--- config.mk ---
export PLATFORM = sky130hd
export DESIGN_NAME = region_arena_allocator_core
export DESIGN_NICKNAME = d
export VERILOG_FILES = /design/src/rar_pkg.sv /design/src/region_arena_allocator_core.sv /design/src/rar_slot_mem.sv /design/src/rar_plist.sv
export SDC_FILE = /design/constraint.sdc
export NUM_CORES = 2
export LEC_CHECK = 0
export BUFFER_PORTS_ARGS = -buffer_cell sky130_fd_sc_hd__buf_4
export CORE_ASPECT_RATIO = 1.1
export CORE_MARGIN = 2
export CORE_UTILIZATION = 30
export CTS_BUF_LIST = sky130_fd_sc_hd__clkbuf_2
export CTS_CLUSTER_DIAMETER = 100
export DETAILED_ROUTE_END_ITERATION = 6
export GPL_TIMING_DRIVEN = 0
export PLACE_DENSITY = 0.55
export SLEW_MARGIN = 15
export SYNTH_ARGS = -nofsm -noshare
export SYNTH_HDL_FRONTEND = slang
export SYNTH_HIERARCHICAL = 1
export SYNTH_SLANG_ARGS = --single-unit
--- constraint.sdc ---
create_clock -name i_clk -period 11.5 [get_ports i_clk]
set_clock_uncertainty 0.15 [all_clocks]
set_input_delay 1.15 -clock i_clk [delete_from_list [all_inputs] [get_ports i_clk]]
set_output_delay 1.15 -clock i_clk [all_outputs]
set_load 0.005 [all_outputs]
--- src/rar_pkg.sv ---
// rar_pkg: shared types and codes for the region arena allocator
// no dependencies; imported by rar_plist, region_arena_allocator_core, rar_checker and tb_top
package rar_pkg;

    localparam logic [1:0] KIND_ALLOC   = 2'd0;
    localparam logic [1:0] KIND_RELEASE = 2'd1;
    localparam logic [1:0] KIND_REWIND  = 2'd2;

    localparam logic [1:0] PATH_HEAD    = 2'd0;
    localparam logic [1:0] PATH_PARTIAL = 2'd1;
    localparam logic [1:0] PATH_CACHED  = 2'd2;
    localparam logic [1:0] PATH_LARGE   = 2'd3;

    localparam logic [1:0] CFG_REGION_BYTES = 2'd0;
    localparam logic [1:0] CFG_LOW_WMARK    = 2'd1;
    localparam logic [1:0] CFG_SWAP         = 2'd2;

    localparam int CFG_W  = 21;
    localparam int SIZE_W = 32;

    // partial list control
    typedef struct packed {
        logic clear;
        logic push;
        logic remove;
    } t_plist_ctl;

endpackage

--- src/region_arena_allocator_core.sv ---
// region_arena_allocator_core: top level, request sequencer over slot memory
// depends on rar_pkg, rar_slot_mem, rar_plist
//
// channel   direction  handshake                    payload
// request   in         i_start & !o_busy            i_kind, i_size
// result    out        o_done (one cycle strobe)    o_granted, o_slot, o_offset, o_path
// config    in         i_cfg_valid & o_cfg_ready    i_cfg_index, i_cfg_data
//
// events answer in the cycle after accept; head hits go through ST_HEAD first.
// a partial list probe goes through ST_SRD and ST_SCHK per entry and a fresh slot
// scan checks one slot per ST_SCAN step; the slot memory read port is registered.
// after reset the ST_INIT state writes the head entry, busy stays high meanwhile.
// results cannot be stalled; a new request may start the cycle its result shows.
module region_arena_allocator_core #(
    parameter int REGION_SLOTS = 16,
    parameter int HEADER_BYTES = 32
) (
    input  logic         i_clk,
    input  logic         i_rst_n,
    input  logic         i_start,
    output logic         o_busy,
    input  logic [1:0]   i_kind,
    input  logic [31:0]  i_size,
    output logic         o_done,
    output logic         o_granted,
    output logic [3:0]   o_slot,
    output logic [31:0]  o_offset,
    output logic [1:0]   o_path,
    input  logic         i_cfg_valid,
    output logic         o_cfg_ready,
    input  logic [1:0]   i_cfg_index,
    input  logic [20:0]  i_cfg_data
);
    import rar_pkg::*;

    localparam int SW = (REGION_SLOTS > 1) ? $clog2(REGION_SLOTS) : 1;
    localparam int CW = $clog2(REGION_SLOTS + 1);
    localparam logic [31:0] HDR = 32'(HEADER_BYTES);

    localparam logic [2:0] ST_INIT = 3'd0;
    localparam logic [2:0] ST_IDLE = 3'd1;
    localparam logic [2:0] ST_HEAD = 3'd2;
    localparam logic [2:0] ST_SRD  = 3'd3;
    localparam logic [2:0] ST_SCHK = 3'd4;
    localparam logic [2:0] ST_SCAN = 3'd5;

    logic [2:0]        r_state, n_state;
    logic [CFG_W-1:0]  r_region_bytes, r_low_wmark;
    logic              r_swap;
    logic [REGION_SLOTS-1:0] r_in_use, n_in_use, r_cached, n_cached;
    logic [SW-1:0]     r_head, n_head;
    logic              r_ext, n_ext;
    logic [31:0]       r_size, n_size;
    logic [31:0]       r_head_rem, n_head_rem;
    logic [CW-1:0]     r_idx, n_idx;
    logic [SW-1:0]     r_cur, n_cur;
    logic [SW-1:0]     r_scan, n_scan;
    logic              r_done, n_done, r_granted, n_granted;
    logic [SW-1:0]     r_slot, n_slot;
    logic [31:0]       r_offset, n_offset;
    logic [1:0]        r_path, n_path;

    logic              rd_en, we;
    logic [SW-1:0]     rd_addr, wr_addr;
    logic [31:0]       rd_rem, rd_off, wr_rem, wr_off;
    t_plist_ctl        pl_ctl;
    logic [SW-1:0]     pl_push_val, pl_rd;
    logic [CW-1:0]     pl_count;

    logic [31:0]       head_cap, new_rem, wmark32;
    logic [32:0]       nbytes;
    logic              fits_cached, do_swap;

    rar_slot_mem #(.SLOTS(REGION_SLOTS), .SW(SW)) u_mem (
        .i_clk(i_clk), .i_rd_en(rd_en), .i_rd_addr(rd_addr),
        .o_rd_rem(rd_rem), .o_rd_off(rd_off), .i_we(we), .i_wr_addr(wr_addr),
        .i_wr_rem(wr_rem), .i_wr_off(wr_off)
    );

    rar_plist #(.SLOTS(REGION_SLOTS), .SW(SW), .CW(CW)) u_plist (
        .i_clk(i_clk), .i_rst_n(i_rst_n), .i_ctl(pl_ctl), .i_push_val(pl_push_val),
        .i_idx(r_idx), .o_rd_val(pl_rd), .o_count(pl_count)
    );

    // configuration registers
    assign o_cfg_ready = 1'b1;
    always_ff @(posedge i_clk) begin
        if (!i_rst_n) begin
            r_region_bytes <= CFG_W'(4096);
            r_low_wmark    <= CFG_W'(64);
            r_swap         <= 1'b0;
        end else if (i_cfg_valid) begin
            unique case (i_cfg_index)
                CFG_REGION_BYTES: r_region_bytes <= i_cfg_data;
                CFG_LOW_WMARK:    r_low_wmark    <= i_cfg_data;
                CFG_SWAP:         r_swap         <= i_cfg_data[0];
                default: ;
            endcase
        end
    end

    // derived arithmetic
    assign head_cap = (32'(r_region_bytes) > HDR) ? 32'(r_region_bytes) - HDR : 32'd0;
    assign wmark32  = 32'(r_low_wmark);
    assign nbytes   = {1'b0, r_size} + 33'(HEADER_BYTES);
    assign fits_cached = nbytes <= 33'(r_region_bytes);
    assign new_rem  = 32'(33'(r_region_bytes) - nbytes);
    assign do_swap  = r_swap && (new_rem > r_head_rem);

    // sequencer
    always_comb begin
        n_state = r_state; n_in_use = r_in_use; n_cached = r_cached; n_head = r_head;
        n_ext = r_ext; n_size = r_size; n_head_rem = r_head_rem; n_idx = r_idx;
        n_cur = r_cur; n_scan = r_scan; n_done = 1'b0; n_granted = r_granted;
        n_slot = r_slot; n_offset = r_offset; n_path = r_path;
        rd_en = 1'b0; rd_addr = r_head; we = 1'b0; wr_addr = r_head;
        wr_rem = head_cap; wr_off = HDR;
        pl_ctl = '0; pl_push_val = r_scan;
        unique case (r_state)
            ST_INIT: begin
                we = 1'b1;
                n_state = ST_IDLE;
            end
            ST_IDLE: begin
                if (i_start) begin
                    n_size = i_size;
                    n_granted = 1'b1; n_slot = r_head; n_offset = '0; n_path = PATH_HEAD;
                    case (i_kind)
                        KIND_ALLOC: begin
                            rd_en = 1'b1;
                            n_state = ST_HEAD;
                        end
                        KIND_RELEASE: begin
                            n_in_use = r_in_use & (REGION_SLOTS'(1) << r_head);
                            n_cached = r_cached & (REGION_SLOTS'(1) << r_head);
                            pl_ctl.clear = 1'b1;
                            n_ext = 1'b0;
                            n_done = 1'b1;
                        end
                        KIND_REWIND: begin
                            we = 1'b1;
                            n_done = 1'b1;
                        end
                        default: begin
                            n_granted = 1'b0; n_slot = '0;
                            n_done = 1'b1;
                        end
                    endcase
                end
            end
            ST_HEAD: begin
                n_head_rem = rd_rem;
                n_idx = '0; n_scan = '0;
                if (r_size <= rd_rem) begin
                    we = 1'b1; wr_rem = rd_rem - r_size; wr_off = rd_off + r_size;
                    n_offset = rd_off; n_done = 1'b1;
                    n_state = ST_IDLE;
                end else if (!r_ext) begin
                    n_ext = 1'b1;
                    pl_ctl.clear = 1'b1;
                    n_state = ST_SCAN;
                end else begin
                    n_state = ST_SRD;
                end
            end
            ST_SRD: begin
                if (r_idx >= pl_count) begin
                    n_state = ST_SCAN;
                end else begin
                    rd_en = 1'b1; rd_addr = pl_rd; n_cur = pl_rd;
                    n_state = ST_SCHK;
                end
            end
            ST_SCHK: begin
                if (r_size <= rd_rem) begin
                    we = 1'b1; wr_addr = r_cur;
                    wr_rem = rd_rem - r_size; wr_off = rd_off + r_size;
                    pl_ctl.remove = (rd_rem - r_size) < wmark32;
                    n_slot = r_cur; n_offset = rd_off; n_path = PATH_PARTIAL;
                    n_done = 1'b1;
                    n_state = ST_IDLE;
                end else begin
                    n_idx = r_idx + 1'b1;
                    n_state = ST_SRD;
                end
            end
            ST_SCAN: begin
                if (!r_in_use[r_scan]) begin
                    we = 1'b1; wr_addr = r_scan; wr_off = HDR + r_size;
                    n_in_use[r_scan] = 1'b1;
                    n_cached[r_scan] = fits_cached;
                    n_slot = r_scan; n_offset = HDR; n_done = 1'b1;
                    n_state = ST_IDLE;
                    if (fits_cached) begin
                        wr_rem = new_rem; n_path = PATH_CACHED;
                        if (do_swap) begin
                            pl_push_val = r_head;
                            pl_ctl.push = r_head_rem >= wmark32;
                            n_head = r_scan;
                        end else begin
                            pl_ctl.push = new_rem >= wmark32;
                        end
                    end else begin
                        wr_rem = '0; n_path = PATH_LARGE;
                    end
                end else if (r_scan == SW'(REGION_SLOTS - 1)) begin
                    n_granted = 1'b0; n_slot = '0; n_offset = '0; n_path = PATH_HEAD;
                    n_done = 1'b1;
                    n_state = ST_IDLE;
                end else begin
                    n_scan = r_scan + 1'b1;
                end
            end
            default: n_state = ST_IDLE;
        endcase
    end

    // control registers
    always_ff @(posedge i_clk) begin
        if (!i_rst_n) begin
            r_state  <= ST_INIT;
            r_in_use <= REGION_SLOTS'(1);
            r_cached <= REGION_SLOTS'(1);
            r_head   <= '0;
            r_ext    <= 1'b0;
            r_done   <= 1'b0;
        end else begin
            r_state  <= n_state;
            r_in_use <= n_in_use;
            r_cached <= n_cached;
            r_head   <= n_head;
            r_ext    <= n_ext;
            r_done   <= n_done;
        end
    end

    // working and result registers
    always_ff @(posedge i_clk) begin
        r_size <= n_size; r_head_rem <= n_head_rem; r_idx <= n_idx; r_cur <= n_cur;
        r_scan <= n_scan; r_granted <= n_granted; r_slot <= n_slot;
        r_offset <= n_offset; r_path <= n_path;
    end

    assign o_busy    = (r_state != ST_IDLE);
    assign o_done    = r_done;
    assign o_granted = r_granted;
    assign o_slot    = 4'(r_slot);
    assign o_offset  = r_offset;
    assign o_path    = r_path;

`ifndef SYNTH
    a_head_in_use: assert property (@(posedge i_clk) disable iff (!i_rst_n)
        r_in_use[r_head]) else $error("head slot not in use");
    a_head_cached: assert property (@(posedge i_clk) disable iff (!i_rst_n)
        r_cached[r_head]) else $error("head slot not cached");
    a_count_cap: assert property (@(posedge i_clk) disable iff (!i_rst_n)
        pl_count <= CW'(REGION_SLOTS)) else $error("partial count overflow");
    a_done_after_work: assert property (@(posedge i_clk) disable iff (!i_rst_n)
        o_done |-> $past(r_state != ST_INIT)) else $error("result without request");
`endif
endmodule

--- src/rar_slot_mem.sv ---
// rar_slot_mem: per-slot remaining bytes and next offset, registered read
// no dependencies
module rar_slot_mem #(
    parameter int SLOTS = 16,
    parameter int SW    = 4
) (
    input  logic          i_clk,
    input  logic          i_rd_en,
    input  logic [SW-1:0] i_rd_addr,
    output logic [31:0]   o_rd_rem,
    output logic [31:0]   o_rd_off,
    input  logic          i_we,
    input  logic [SW-1:0] i_wr_addr,
    input  logic [31:0]   i_wr_rem,
    input  logic [31:0]   i_wr_off
);
    logic [63:0] r_mem [SLOTS];
    logic [63:0] r_rd;

    // write port
    always_ff @(posedge i_clk) begin
        if (i_we) begin
            r_mem[i_wr_addr] <= {i_wr_rem, i_wr_off};
        end
    end

    // registered read port
    always_ff @(posedge i_clk) begin
        if (i_rd_en) begin
            r_rd <= r_mem[i_rd_addr];
        end
    end

    assign o_rd_rem = r_rd[63:32];
    assign o_rd_off = r_rd[31:0];
endmodule

--- src/rar_plist.sv ---
// rar_plist: most-recent-first list of partly used slots
// depends on rar_pkg
module rar_plist #(
    parameter int SLOTS = 16,
    parameter int SW    = 4,
    parameter int CW    = 5
) (
    input  logic                i_clk,
    input  logic                i_rst_n,
    input  rar_pkg::t_plist_ctl i_ctl,
    input  logic [SW-1:0]       i_push_val,
    input  logic [CW-1:0]       i_idx,
    output logic [SW-1:0]       o_rd_val,
    output logic [CW-1:0]       o_count
);
    import rar_pkg::*;

    logic [SW-1:0] r_list [SLOTS];
    logic [CW-1:0] r_count;

    // entry shifting: push moves up, remove closes the gap
    always_ff @(posedge i_clk) begin
        for (int j = 0; j < SLOTS; j++) begin
            if (i_ctl.push) begin
                r_list[j] <= (j == 0) ? i_push_val : r_list[(j == 0) ? 0 : j - 1];
            end else if (i_ctl.remove && (CW'(j) >= i_idx) && (j + 1 < SLOTS)) begin
                r_list[j] <= r_list[(j + 1 < SLOTS) ? j + 1 : j];
            end
        end
    end

    // fill count, saturating at capacity
    always_ff @(posedge i_clk) begin
        if (!i_rst_n || i_ctl.clear) begin
            r_count <= '0;
        end else if (i_ctl.push) begin
            if (r_count != CW'(SLOTS)) begin
                r_count <= r_count + 1'b1;
            end
        end else if (i_ctl.remove) begin
            r_count <= r_count - 1'b1;
        end
    end

    assign o_rd_val = r_list[i_idx[SW-1:0]];
    assign o_count  = r_count;
endmodule

After elaboration in Yosys (flattened, before gate mapping)
Memories as Yosys holds them, arrays and structs flattened. A register that Yosys moved wholly into a read port is not among the register bits.
Index checks and enable logic that the tools add are counted.

word-level totals
  register bits after elaboration = 189
  memory bits (writable) = 1088
  bits of input ports = 61
  output and inout port bits = 42
  word-level logic and storage cells = 304
  memories kept = 2

operators by class
  $add $sub $neg = 10
  order comparisons = 25
  equality and inequality tests = 25
  shifts and indexed selects = 1
  mux-type cells = 158
  bitwise operators = 19
  reductions and logical operators = 46

memories
  name            depth  width  rd ports  clocked after Yosys merged registers in  write ports  line                RTL
  u_mem.r_mem     16     64     1         1                                        1            rar_slot_mem.sv:17  logic [63:0] r_mem [SLOTS];
  u_plist.r_list  16     4      17        1                                        16           rar_plist.sv:18     logic [SW-1:0] r_list [SLOTS];

operator list
  kind                                                             count
  two-way mux 32 bit                                               10
  one-hot mux 32 bit (2 select lines)                              2
  two-way mux 4 bit                                                31
  one-hot mux 32 bit (3 select lines)                              1
  two-way mux 1 bit                                                81
  >= comparator 32 x 21 -> 1 bit                                   2
  two-way mux 16 bit                                               3
  >= comparator 4 x 5 -> 1 bit (first input constant)              7
  adder 32 x 6 -> 33 bit (second input constant)                   1
  <= comparator 33 x 21 -> 1 bit                                   1
  adder 32 bit                                                     1
  adder 6 x 32 -> 32 bit (first input constant)                    1
  greater-than comparator 32 bit                                   1
  <= comparator 32 bit                                             1
  less-than comparator 32 x 21 -> 1 bit                            1
  one-hot mux 16 bit (2 select lines)                              1
  subtractor 21 x 32 -> 32 bit                                     1
  subtractor 32 bit                                                1
  AND reduction 4 bit                                              6
  subtractor 21 x 6 -> 22 bit (second input constant)              1
  greater-than comparator 21 x 6 -> 1 bit (second input constant)  1
  >= comparator 3 x 5 -> 1 bit (first input constant)              4
  two-way mux 5 bit                                                4
  two-way mux 3 bit                                                6
  46 further kinds                                                 115

Longest topological paths before layout
  word-level depth = 11
  gate-level depth with buffers = 32
  depth with buffers taken out = 30

Cells and area by module
Netlist, hierarchy kept.

modules (own cells, without submodules)
  module                       instances  cells each  area an instance (µm²)  sequential area each (µm²)
  rar_slot_mem                 1          1647        40222.3                 32671.3
  region_arena_allocator_core  1          1898        16186.8                 4844.6
  rar_plist                    1          260         3729.8                  2021.9

Worst setup path before layout
No wires, ideal clock.

  kind = reg2reg
  start = register u_mem.r_rd[32] (read register of u_mem.r_mem)
  end = memory u_mem.r_mem[0][0], enable pin
  library setup time = 0.565 ns
  arrival = 8.097 ns
  data required time = 10.785 ns
  path slack = 2.688 ns
  cell stages (with the launch flop) = 18
  buffers on the path = 2
  period minus slack after synthesis = 8.812 ns
  path through = edfxtp_1 > inv_1 > ha_1 > inv_1 > fa_1 > a211oi_1 > o21ai_0 > a21oi_1 > o21ai_0 > a31oi_1 > o21ai_0 > a31oi_1 > clkbuf_1 > clkbuf_1 > nor2_1 > a221o_1 > or3b_2 > nor3_1

on the way
  elaborated cells on any way between the ends = 7
  those cells by class = order compare: 1; mux: 6

RTL lines
  item                                line                                RTL
  from (decl)                         rar_slot_mem.sv:18                  logic [63:0] r_rd;
  <= comparator 32 bit                region_arena_allocator_core.sv:175  if (r_size <= rd_rem) begin
  two-way mux 4 bit                   region_arena_allocator_core.sv:175
  one-hot mux 4 bit (2 select lines)  region_arena_allocator_core.sv:119  unique case (r_state)
  net wr_addr[2]                      region_arena_allocator_core.sv:64   logic [SW-1:0] rd_addr, wr_addr;
  to (decl)                           rar_slot_mem.sv:17

The timed path passes the listed nets, and every way through them passes these cells.

==> results by group <==
Run status
  • Status: complete, but fails checks
  • Failing checks: DRC

CTS
  • Post-cts resize count: 0
  • CTS root buf: clkbuf_2
  • CTS buffer count: 356
  • Htree depth: 5
  • Clk Latency, worst-skew pair: 1.83 ns
  • CTS tree: built
  • Clock Pin Slew Worst Setup and Hold Paths: 0.12 ns
  • Clock sinks: 1341
  • Clock Tree Buf Depth: 4

Floorplanning
  • Core area: 0.1995 sq mm
  • Full die area: 0.2041 sq mm
  • # rows: 172
  • Die X: 430.9 microns
  • Ports: 103
  • Initial core utilization: 30.15%
  • Die Span Y: 473.6 microns

Finish
  • Register Area: 0.03954 sq mm
  • Layout net count: 4802
  • Area of the multi-input gates: 0.01955 sq mm
  • # fillers: 19100
  • Share of cells above drive strength 1: 25.50%
  • Post-layout instance area: 0.07062 sq mm
  • Area grow syn2layout: 17.43%

Timing
  • Crit share post-route: 80.20%
  • Slew margin rel.: 15.22%
  • Max-slew violations: 0
  • Hold Fails Final Rpt: 0
  • RSZ-0062 raised after global routing: no
  • Achievable clock frequency: 108.4 MHz
  • Final setup viols: 0
  • Slew @ Worst Pin: 1.260 ns
  • Minimum clock period: 9.223 ns

GRT
  • Initial antenna violation count: 29
  • Vias in the first global route: 38620
  • Grt total ovfl: 0
  • Largest net degree at the start of global routing: 27
  • GRT Total Usage: 18.39%
  • First-pass GRT wire length: 270.5 mm

Synth
  • Yosys top cell area share: 63.31%
  • Most used flip-flop cell after synthesis: edfxtp_1
  • Library cells used by synthesis: 86
  • Synth Instances: 3805
  • Flops & latches, synth: 1341
  • Yosys top cell by area: edfxtp_1
  • Post-synth EDFFs: 1268
  • Ys Warns: 6
  • Syn avg cell area: 15.81 sq um
  • Synthesized area: 0.06014 sq mm
  • Syn Nets: 4083
  • Seq/Total Area, Yosys: 65.74%
  • Synth top area cells: edfxtp_1 (63%), mux4_2 (10%), ha_1 (4.4%)
  • Share of flip-flops with an asynchronous set or reset: 0%

Worst setup path
  • Crit-path max cell delay: 0.74 ns
  • CP max-delay cell: o41a_1
  • Setup crit end kind: flop
  • Worst path top cell family by delay: simple AND/OR/NAND/NOR gates
  • Critical-path maximum fanout: 13
  • Crit Path Class: flop to flop
  • Worst endpoint required time: 13.09 ns
  • Worst path buffer plus inverter count: 4
  • Startpoint types: flop
  • Critical Path AT: 10.81 ns

Power and ir drop
  • Leakage: 24.86 nW
  • VDD IR max: 0.07154 mV
  • Cell Pwr Density: 129.1 mW/mm^2
  • Tot Pwr: 9.114 mW

Placed design
  • Placer congestion estimate: 0.9589
  • IO Port Bufs: 101
  • Placed Area: 0.06623 sq mm
  • Final HPWL DP: 137.9 mm

Routing
  • Vias after detailed routing: 38290
  • DRC: 1
  • Final wirelength: 190.2 mm
  • Routed Antenna Nets: 0
  • Routed WL per cell: 25.86 microns
  • Iteration-0 DRC count of the detailed router: 4030
  • Drt pass-1 iters: 7
  • Vias per cell: 5.206

Flow run
  • Max_cap viols: 0

Worst hold path
  • Hold crit path type: input port to flop
-- tightest hold or removal path: cells and delay by family --
family	cells	cell delay [ns]
AO/OA/AOI/OAI	1	0.08
AND/OR/NAND/NOR	1	0.12
buffers and inverters	2	0.76
-- metal layers --
metal | part of all wire [%] | global-route usage [%] | vias to the layer above
li1 | - | - | 16720
met1 | 42 | 24.12 | 19590
met2 | 48 | 30.29 | 1648
met3 | 6.8 | 3.238 | 334
met4 | 3.5 | 7.117 | 0
met5 | 0 | 0 | -
-- report_power, final --
part / internal [mW] / switching [mW] / leakage [nW] / total, mW
Sequential: 5.36 / 0.0325 / 12.8 / 5.39
Clock: 1.21 / 1.93 / 2.25 / 3.15
Combinational: 0.227 / 0.352 / 9.85 / 0.579
-- state kept, by name, summed over array words and instances (netlist names), 16 cells and up --
name and flops:
o_offset 32, r_head_rem 32, r_in_use 16, r_low_wmark 21
r_region_bytes 21, r_size 32, u_mem/r_mem 1024, u_mem/r_rd 64
u_plist/r_list 64
-- what timing repair did --
item,in CTS,in global routing
buffers inserted,0,0
hold buffers,134,0
endpoints found under the hold margin,160,0
-- final timing paths --
path / to / slack (ns) / cells after the start / from
worst max-delay path: u_plist/o_count[4]$_SDFFE_PP0P_ / 2.28 / 30 / r_size[6]$_DFFE_PP_
worst min-delay path: r_region_bytes[0]$_SDFFE_PN0P_ / 0.25 / 4 / i_cfg_data[0]
worst max register to register: u_plist/o_count[4]$_SDFFE_PP0P_ / 2.28 / 30 / r_size[6]$_DFFE_PP_
worst min register to register: r_head_rem[30]$_DFFE_PP_ / 0.28 / 0 / u_mem/r_rd[62]$_DFFE_PP_
-- cells in the mapped netlist (8+ instances only) --
library cell	n
clkbuf_1	95
o21bai_1	15
a21oi_1	170
ha_1	213
buf_6	15
and3_1	18
o211ai_1	17
nor2b_1	24
o31ai_1	9
nand3b_1	8
a32oi_1	8
xnor2_1	105
a211oi_1	20
mux4_2	276
mux2i_1	11
and2_1	37
o21ai_0	134
nand2b_1	23
or2_2	8
nand4_1	30
buf_2	18
nand2_1	276
a31oi_1	14
nor2_1	141
dfxtp_1	73
xor2_1	26
edfxtp_1	1268
o21a_1	18
a22oi_1	154
buf_1	20
mux2_2	66
o22ai_1	31
nor3_1	26
nor4_1	17
inv_1	168
a21o_1	70
nand3_1	50
a211o_1	8
-- cell usage in the layout, fill, tap and decap left out, types with 20 or more instances in the layout --
cell type / count
buf_4: 151
a211oi_1: 20
xor2_1: 26
o21ai_1: 21
a21oi_1: 170
dfxtp_1: 73
buf_12: 29
edfxtp_1: 1268
nor3_1: 22
o21ai_0: 104
a21o_1: 69
inv_1: 167
nor2b_1: 24
nand4_1: 30
ha_1: 213
clkbuf_2: 485
clkbuf_1: 93
mux2_2: 66
mux4_2: 276
nand2b_1: 23
o22ai_2: 21
and2_1: 37
xnor2_1: 105
a22oi_1: 154
nand2_1: 276
dlygate4sd3_1: 134
buf_6: 35
nor2_1: 127
nand3_1: 50
clkinv_1: 62
buf_16: 22
-- logic make-up (layout without fill, tap and decap cells) --
family	count (synthesis)	in the layout	synth area share, %
flip-flops	1341	1341	65.74
XOR/XNOR	132	132	1.945
other	1	8	0.006236
AO/OA/AOI/OAI	737	737	8.058
AND/OR/NAND/NOR	697	697	5.597
buffers and inverters	325	1257	2.297
adder cells (fa/ha/maj)	219	219	4.598
multiplexers	353	353	11.75
-- stage by stage --
stage	TNS [ns]	util (%)	worst slack [ns]	instances	hold slack (ns)
floorplan	0	-	2.688	3805	0.2764
detailed placement	0	33.20	2.276	6637	0.2971
global route	0	35.40	1.641	7353	0.07246
CTS	0	35.31	2.319	7342	0.006379
finish	0	35.40	2.277	7354	0.2544
global placement	-2764.70	32.16	-6.381	6516	0.2941
-- area by class of cell --
| cell class | count | area share (%) |
|---|---|---|
| buffer | 155 | 1.058 |
| tap | 2610 | 4.624 |
| clock inverter | 88 | 0.6590 |
| multi-input combinational | 2139 | 27.68 |
| sequential | 1341 | 55.98 |
| antenna | 7 | 0.02480 |
| clock buffer | 483 | 3.423 |
| timing repair buffer | 361 | 5.641 |
| inverter | 170 | 0.9035 |
No activity file was read; power rests on OpenSTA's default activity.
